`src/sv/edge_nms_with_border_taper_core_defines.svh`:
```
// assertion macros shared by the rtl
`ifndef EDGE_NMS_WITH_BORDER_TAPER_CORE_DEFINES_SVH
`define EDGE_NMS_WITH_BORDER_TAPER_CORE_DEFINES_SVH

`ifndef SYNTHESIS

// condition and consequence in the same cycle
`define ENMS_ASSERT_SAME(lbl, clk, rstn, ante, cons) \
    lbl: assert property (@(posedge clk) disable iff (!(rstn)) (ante) |-> (cons)) \
        else $error("assertion failed");

// consequence in the following cycle
`define ENMS_ASSERT_NEXT(lbl, clk, rstn, ante, cons) \
    lbl: assert property (@(posedge clk) disable iff (!(rstn)) (ante) |=> (cons)) \
        else $error("assertion failed");

`else

`define ENMS_ASSERT_SAME(lbl, clk, rstn, ante, cons)
`define ENMS_ASSERT_NEXT(lbl, clk, rstn, ante, cons)

`endif

`endif

```
`src/sv/enms_pkg.sv`:
```
package enms_pkg;

    localparam int STRENGTH_BITS = 16;
    localparam int ANGLE_BITS    = 10;
    localparam int QTR           = 1 << (ANGLE_BITS - 1);
    localparam int SIN_W         = 15;
    localparam int BORD_W        = 9;
    localparam int MULT_W        = 16;
    localparam int SIZE_CFG_W    = 10;
    localparam int RAD_CFG_W     = 4;
    localparam int CFG_IDX_W     = 3;
    localparam int CFG_DATA_W    = 16;
    localparam int DIV_NW        = 34;
    localparam int DIV_DW        = 18;

    localparam logic [CFG_IDX_W-1:0] CFG_IMAGE_WIDTH  = 3'd0;
    localparam logic [CFG_IDX_W-1:0] CFG_IMAGE_HEIGHT = 3'd1;
    localparam logic [CFG_IDX_W-1:0] CFG_NMS_RADIUS   = 3'd2;
    localparam logic [CFG_IDX_W-1:0] CFG_BORDER_WIDTH = 3'd3;
    localparam logic [CFG_IDX_W-1:0] CFG_STRENGTH_MUL = 3'd4;

    localparam int RST_IMAGE_WIDTH  = 512;
    localparam int RST_IMAGE_HEIGHT = 512;
    localparam int RST_NMS_RADIUS   = 1;
    localparam int RST_BORDER_WIDTH = 5;
    localparam int RST_STRENGTH_MUL = 4137;

    typedef logic [SIN_W-1:0] t_sin_tab [0:QTR];

    typedef enum logic [4:0] {
        OP_NONE,
        OP_LOAD,
        OP_CLR_POS,
        OP_CENTER,
        OP_CDATA,
        OP_XY,
        OP_SIN,
        OP_COS,
        OP_CSET,
        OP_POS,
        OP_PREP,
        OP_ADDR,
        OP_RD,
        OP_MUL,
        OP_ACC,
        OP_NEXT_D,
        OP_TAP0,
        OP_TAP1,
        OP_TAP2,
        OP_DIV_TAP,
        OP_EMIT_ZERO,
        OP_EMIT_E,
        OP_EMIT_Q
    } t_op;

    typedef struct packed {
        logic accept;
        t_op  op;
    } t_cmd;

    typedef struct packed {
        logic req;
        logic full;
        logic rd_over;
        logic e_zero;
        logic r_zero;
        logic k_last;
        logic d_last;
        logic supp;
        logic s_zero;
        logic div_done;
    } t_stat;

    // quarter-wave sine, Q1.14, polynomial in Q.24
    function automatic logic [SIN_W-1:0] f_quarter_sine(int unsigned k);
        longint unsigned u;
        longint unsigned u2;
        longint unsigned t;
        longint unsigned s;
        u  = longint'(k) << (17 - ANGLE_BITS);
        u2 = (u * u) >> 16;
        t  = 78548;
        t  = 1337020 - ((u2 * t) >> 16);
        t  = 10837479 - ((u2 * t) >> 16);
        t  = 26353589 - ((u2 * t) >> 16);
        s  = (((u * t) >> 16) + 512) >> 10;
        if (s > 16384) s = 16384;
        return SIN_W'(s);
    endfunction

    function automatic t_sin_tab f_sin_tab();
        t_sin_tab tab;
        for (int i = 0; i <= QTR; i++) begin
            tab[i] = f_quarter_sine(i);
        end
        return tab;
    endfunction

endpackage

```
`src/sv/enms_ctrl.sv`:
```
module enms_ctrl (
    input  logic            i_clk,
    input  logic            i_rst_n,
    input  logic            i_start,
    output logic            o_busy,
    input  enms_pkg::t_stat i_stat,
    output enms_pkg::t_cmd  o_cmd
);
    import enms_pkg::*;

    typedef enum logic [4:0] {
        S_IDLE,
        S_DISP,
        S_CDATA,
        S_XYWAIT,
        S_CHK,
        S_SIN,
        S_COS,
        S_POS,
        S_PREP,
        S_ADDR,
        S_RD,
        S_MUL,
        S_ACC,
        S_CMP,
        S_TAP0,
        S_TAP1,
        S_TAP2,
        S_DIVGO,
        S_DIVWAIT
    } t_state;

    t_state r_state;
    t_state n_state;
    logic   r_busy;
    t_op    op;
    logic   accept;

    always_comb begin
        n_state = r_state;
        op      = OP_NONE;
        accept  = 1'b0;
        case (r_state)
            S_IDLE: begin
                accept = i_start;
                if (i_start) n_state = S_DISP;
            end
            S_DISP: begin
                if (!i_stat.req) begin
                    op      = OP_LOAD;
                    n_state = S_IDLE;
                end else if (!i_stat.full) begin
                    n_state = S_IDLE;
                end else if (i_stat.rd_over) begin
                    op      = OP_CLR_POS;
                    n_state = S_IDLE;
                end else begin
                    op      = OP_CENTER;
                    n_state = S_CDATA;
                end
            end
            S_CDATA: begin
                op      = OP_CDATA;
                n_state = S_XYWAIT;
            end
            S_XYWAIT: begin
                if (i_stat.div_done) begin
                    op      = OP_XY;
                    n_state = S_CHK;
                end
            end
            S_CHK: begin
                if (i_stat.e_zero) begin
                    op      = OP_EMIT_ZERO;
                    n_state = S_IDLE;
                end else begin
                    op      = OP_SIN;
                    n_state = S_SIN;
                end
            end
            S_SIN: begin
                op      = OP_COS;
                n_state = S_COS;
            end
            S_COS: begin
                op      = OP_CSET;
                n_state = i_stat.r_zero ? S_TAP0 : S_POS;
            end
            S_POS: begin
                op      = OP_POS;
                n_state = S_PREP;
            end
            S_PREP: begin
                op      = OP_PREP;
                n_state = S_ADDR;
            end
            S_ADDR: begin
                op      = OP_ADDR;
                n_state = S_RD;
            end
            S_RD: begin
                op      = OP_RD;
                n_state = S_MUL;
            end
            S_MUL: begin
                op      = OP_MUL;
                n_state = S_ACC;
            end
            S_ACC: begin
                op      = OP_ACC;
                n_state = i_stat.k_last ? S_CMP : S_ADDR;
            end
            S_CMP: begin
                if (i_stat.supp) begin
                    op      = OP_EMIT_ZERO;
                    n_state = S_IDLE;
                end else if (i_stat.d_last) begin
                    n_state = S_TAP0;
                end else begin
                    op      = OP_NEXT_D;
                    n_state = S_POS;
                end
            end
            S_TAP0: begin
                op      = OP_TAP0;
                n_state = S_TAP1;
            end
            S_TAP1: begin
                if (i_stat.s_zero) begin
                    op      = OP_EMIT_E;
                    n_state = S_IDLE;
                end else begin
                    op      = OP_TAP1;
                    n_state = S_TAP2;
                end
            end
            S_TAP2: begin
                op      = OP_TAP2;
                n_state = S_DIVGO;
            end
            S_DIVGO: begin
                op      = OP_DIV_TAP;
                n_state = S_DIVWAIT;
            end
            S_DIVWAIT: begin
                if (i_stat.div_done) begin
                    op      = OP_EMIT_Q;
                    n_state = S_IDLE;
                end
            end
            default: begin
                n_state = S_IDLE;
            end
        endcase
    end

    always_ff @(posedge i_clk) begin
        if (!i_rst_n) begin
            r_state <= S_IDLE;
            r_busy  <= 1'b0;
        end else begin
            r_state <= n_state;
            r_busy  <= n_state != S_IDLE;
        end
    end

    assign o_busy       = r_busy;
    assign o_cmd.accept = accept;
    assign o_cmd.op     = op;

endmodule

```
`config.mk`:
```
export PLATFORM = sky130hd
export DESIGN_NAME = enms_ctrl
export DESIGN_NICKNAME = d
export VERILOG_FILES = /design/src/sv/edge_nms_with_border_taper_core_defines.svh /design/src/sv/enms_pkg.sv /design/src/sv/enms_ctrl.sv
export SDC_FILE = /design/constraint.sdc
export NUM_CORES = 1
export LEC_CHECK = 0
export BUFFER_PORTS_ARGS = -buffer_cell sky130_fd_sc_hd__clkbuf_2
export CAP_MARGIN = 0
export CORE_UTILIZATION = 46
export DETAILED_ROUTE_END_ITERATION = 16
export PLACE_DENSITY = 0.8
export SETUP_SLACK_MARGIN = 0.5
export SYNTH_ARGS = -nofsm -noshare
export SYNTH_HDL_FRONTEND = slang
export SYNTH_SLANG_ARGS = --single-unit
```
`constraint.sdc`:
```
create_clock -name i_clk -period 1.75 [get_ports i_clk]
set_clock_uncertainty 0.1 [all_clocks]
set_input_delay 0 -clock i_clk [delete_from_list [all_inputs] [get_ports i_clk]]
set_output_delay 0 -clock i_clk [all_outputs]
set_load 0.02 [all_outputs]
```
Word level (Yosys, flattened, before mapping)
Index checks and enable logic that the tools add are counted.
- bits in read-only memories: 0
- bits in registers: 6
- RAM bits: 0
- memories kept: 0
- latch bits: 0
- output and inout bits: 7
- equal/unequal tests: 18
- add/sub/neg operators: 0
- mux-type cells: 24
- divide/modulo/power cells: 0
- shifts and indexed selects: 0
- $mul: 0
- magnitude comparators: 0
- reductions and logical operators: 2
- bitwise gates (word level): 0
- operator list (cell ; count):
    case mux 5 bit (19 select lines) ; 1
    case mux 5 bit (18 select lines) ; 1
    == test 5 x 4 -> 1 bit, second input constant ; 8
    2-to-1 mux 5 bit ; 7
    == test 5 x 3 -> 1 bit, second input constant ; 4
    2-to-1 mux 4 bit ; 4
    == test 5 bit, second input constant ; 3
    2-to-1 mux 3 bit ; 4
    == test 5 x 2 -> 1 bit, second input constant ; 2
    2-to-1 mux 2 bit ; 5
    == test 5 x 1 -> 1 bit, second input constant ; 1
    logical NOT 5 bit ; 1
    nonzero test 5 bit ; 1
    2-to-1 mux 1 bit ; 2

Logic depth before layout (Yosys ltp)
- depth in word-level cells: 5
- depth in mapped cells: 7
- depth with buffers taken out: 5

Worst setup path before layout
OpenSTA, ideal clock, no wires.
- kind: flip-flop to flip-flop
- start point: register r_state[2]
- end point: register r_busy (netlist: o_busy)
- setup slack: -32 ps
- arrival time: 1562 ps
- clock period less this slack: 1782 ps
- cell stages (with the launch flop): 7
- setup time: 120 ps
- cell sequence: dfxtp_1 -> buf_4 -> and4bb_2 -> o21ai_2 -> nand4_1 -> or4_1 -> o31a_1
- word-level cells in the longest chain between the ends: 3
- RTL lines (element ; RTL line ; text):
    from (decl) ; enms_ctrl.sv:33 ; t_state r_state;
    from (signal assigned) ; enms_ctrl.sv:162 ; r_state <= n_state;
    == test 5 bit (tied with other cells) ; enms_ctrl.sv:43 ; case (r_state)
    case mux 5 bit (19 select lines) (*) ; enms_ctrl.sv:43 ;
    nonzero test 5 bit (*) ; enms_ctrl.sv:163 ; r_busy <= n_state != S_IDLE;
    to (signal assigned) ; enms_ctrl.sv:160 ; r_busy <= 1'b0;
    to (signal assigned) ; enms_ctrl.sv:163 ;
    to (decl) ; enms_ctrl.sv:35 ; logic r_busy;
Mark *: on every way between the ends. The rest lies on a longest branch, timed or not.
A chain may end at the register's enable or synchronous reset.

==> run summary <==
Pwr dens: 335 nW/um^2
Reported net switching power: 0.164 mW
Seq pwr share: 31.1%
Maximum vdd drop: 0.463 mV
Yosys cell types: 42
Ys flop type: dfxtp_1
Yosys warnings: 0
Finish-stage setup viols: 5
Fin worst setup slack: -254 ps
Arrival @ worst endpoint: 1900 ps
CP peak stage delay: 390 ps
R2r setup slk: -170 ps
Top-Level Pins: 20
Crit start category: register
Reg area: 139 sq um
Vias in the first global route: 1090
EDFF count, synth: 0
Row count: 14
HPWL after DPL: 1870 um
DRC: 0
Cells after Synth: 105
WL/cell: 19.9 um
Status: finished, violations left
Die W: 42.2 um
Critical path class: register to primary output
RR Startpoint: r_state[1]
Die area: 1780 sq um
Largest net degree at the start of global routing: 14
Worst r2r dst: o_busy
Top post-synthesis cells by area: dfxtp_1 16%, a21oi_1 6.1%, o21ai_0 5.4%
Slowest CP cell: nor4bb_4
Later-pin clock latency in the skew report: 280 ps
Worst setup EP type: primary output
CTS sink count: 6
Hold Path Depth: 3
Core area: 1510 sq um
FILL cells: 66
CTS tree: done
Worst-Margin Slew: 396 ps
Port bufs: 19
Initial antenna violation count: 0
Failing checks: setup timing
Yosys reg bits: 6
Pre-CTS setup slack: -165 ps
Cell taking the most area after synthesis: dfxtp_1
Cell area after synthesis: 742 sq um
Mapped Nets: 118
RSZ-0062 raised after global routing: yes
Max Slew Vio Count: 0
Relative slew slack: 73.3%
Pre-antenna DRT Iters: 5
CP cell instances: buf_6 > nor4bb_4 > nand3_2 > o41ai_4 > buf_4 > a311o_1 > clkbuf_8
Number of CTS-inserted buffers: 3
Syn-to-layout area delta: 81.8%
Synth async-reset ratio: 0%
Via Count: 1149
Synth Area per Inst: 7.07 sq um
ANT nets after route: 0
Post-synth top area share: 16.2%
Avg Vias per Cell: 6.64
Starting Density: 49.3%
Leak Pwr: 0.594 nW
Layout cells sized above 1: 55.4%
Hold endpoint: r_state[4]
Crit-path max FO: 5
Worst hold start: i_stat[1]
Combinational power share: 32.7%
Worst r2r path cells: 6
Grt ovf: 0
Hold Vio Cnt, Final: 0
Antenna Cells: 0
Req. time, crit path: 1650 ps
DIE HEIGHT: 42.2 um
Clock Tree Buf Depth: 2
Max_cap viols: 0
Fmax: 0.499 GHz
Most common library cells after synthesis: 9 x a21oi_1, 9 x nand2_1, 8 x o21ai_0
Clock network fraction of total power: 36.2%
H-tree depth: 1
Net count, final: 172
Area of the multi-input gates: 672 sq um
Root buffer cell: clkbuf_4
CP Buf/Inv Count: 3
Pint: 0.288 mW
Seq/Total Area, Yosys: 16.2%
Iteration-0 DRC Markers: 78
Worst hold-check path type: input pin to register
Design Power: 0.452 mW
Clk slew on worst S/H paths: 70 ps
Net Sw Frac: 36.3%
Crit path time final: 2000 ps
Placer congestion estimate: 0.930
Period utilization: 115%
GRT Total Usage: 40.2%
Detailed Route WL: 3450 um
CP top delay family: simple AND/OR/NAND/NOR gates
First-pass GRT wire length: 5330 um
[final cells by class]
type | instances | share of cell area, %
multi-input combinational | 84 | 49.8
timing repair buffer | 59 | 35.3
sequential | 6 | 10.3
clock buffer | 3 | 1.67
tap | 16 | 1.48
inverter | 5 | 1.39
[metrics by stage]
stage               cell area, sq um  hold WS [ps]  util [%]  cells  setup TNS [ps]
detailed placement              1060           172      70.1    160            -200
floorplan                        798          21.6         -    105               0
global route                    1350          25.6      89.5    173           -1180
global placement                1060           170      70.1    160           -56.6
CTS                             1260          6.85      83.8    169            -315
finish                          1350          5.22      89.5    173            -892
[what timing repair did]
item / CTS / global route
hold endpoints to repair: 6 / 0
hold buffers: 2 / 0
endpoints found under the setup margin: 12 / 12
buffers inserted: 4 / 4
pin swaps: 12 / 8
gates resized for setup: 33 / 11
[cells by family (layout without fill, tap and decap cells)]
kind of cell              after synthesis  in the layout  synth area share [%]
and+or+nand+nor                        44             44                  35.7
AOI/OAI and AO/OA                      38             38                  34.6
buffers and inverters                  15             67                  11.0
DFF                                     6              6                  16.2
xor gates and xnor gates                1              1                  1.18
muxes                                   1              1                  1.35
[cell usage in the layout, fill, tap and decap left out, types with 3 or more instances in the layout]
| master | netlist | routed |
|---|---|---|
| o21ai_2 | 2 | 3 |
| nand3_1 | 6 | 4 |
| clkbuf_4 | 0 | 3 |
| a21oi_1 | 9 | 7 |
| clkbuf_8 | 0 | 4 |
| buf_4 | 2 | 31 |
| buf_6 | 2 | 7 |
| dfxtp_4 | 0 | 5 |
| clkbuf_2 | 0 | 13 |
| nand2_1 | 9 | 9 |
| o31a_1 | 3 | 3 |
| inv_1 | 5 | 5 |
| nor2b_1 | 5 | 4 |
| o21ai_0 | 8 | 6 |
| nor2_1 | 6 | 3 |
[metal layers]
layer,GRT usage [%],share of wire [%]
met5,0,0
met2,68.3,47
met3,6.47,9.9
met1,48.7,36
met4,20.0,7.4
[power by group through the flow]
stage | clock network (mW) | registers (mW) | logic [mW]
global placement | 0 | 0.149 | 0.0983
detailed placement | 0 | 0.150 | 0.101
floorplan | 0 | 0.148 | 0.0582
finish | 0.164 | 0.140 | 0.148
CTS | 0.142 | 0.140 | 0.130
global route | 0.169 | 0.141 | 0.156
[registers in the layout, indices dropped and copies added (netlist names)]
register,flops
o_busy,1
r_state,5
[worst max path at each step]
stage	end	start	slack, ps	cells past startpoint
CTS	o_cmd[1]	r_state[1]	-140	7
detailed placement	o_busy	r_state[0]	-170	5
global placement	o_busy	r_state[0]	-50	5
global route	o_cmd[1]	r_state[1]	-280	7
floorplan	o_busy	r_state[1]	20	6
finish	o_cmd[1]	r_state[1]	-250	7
[worst min-delay path, delay by kind of cell]
kind / cells / cell delay [ps]
and+or+nand+nor: 1 / 60
buffers and inverters: 1 / 90
AOI/OAI and AO/OA: 1 / 190
No activity file was read; power rests on OpenSTA's default activity.
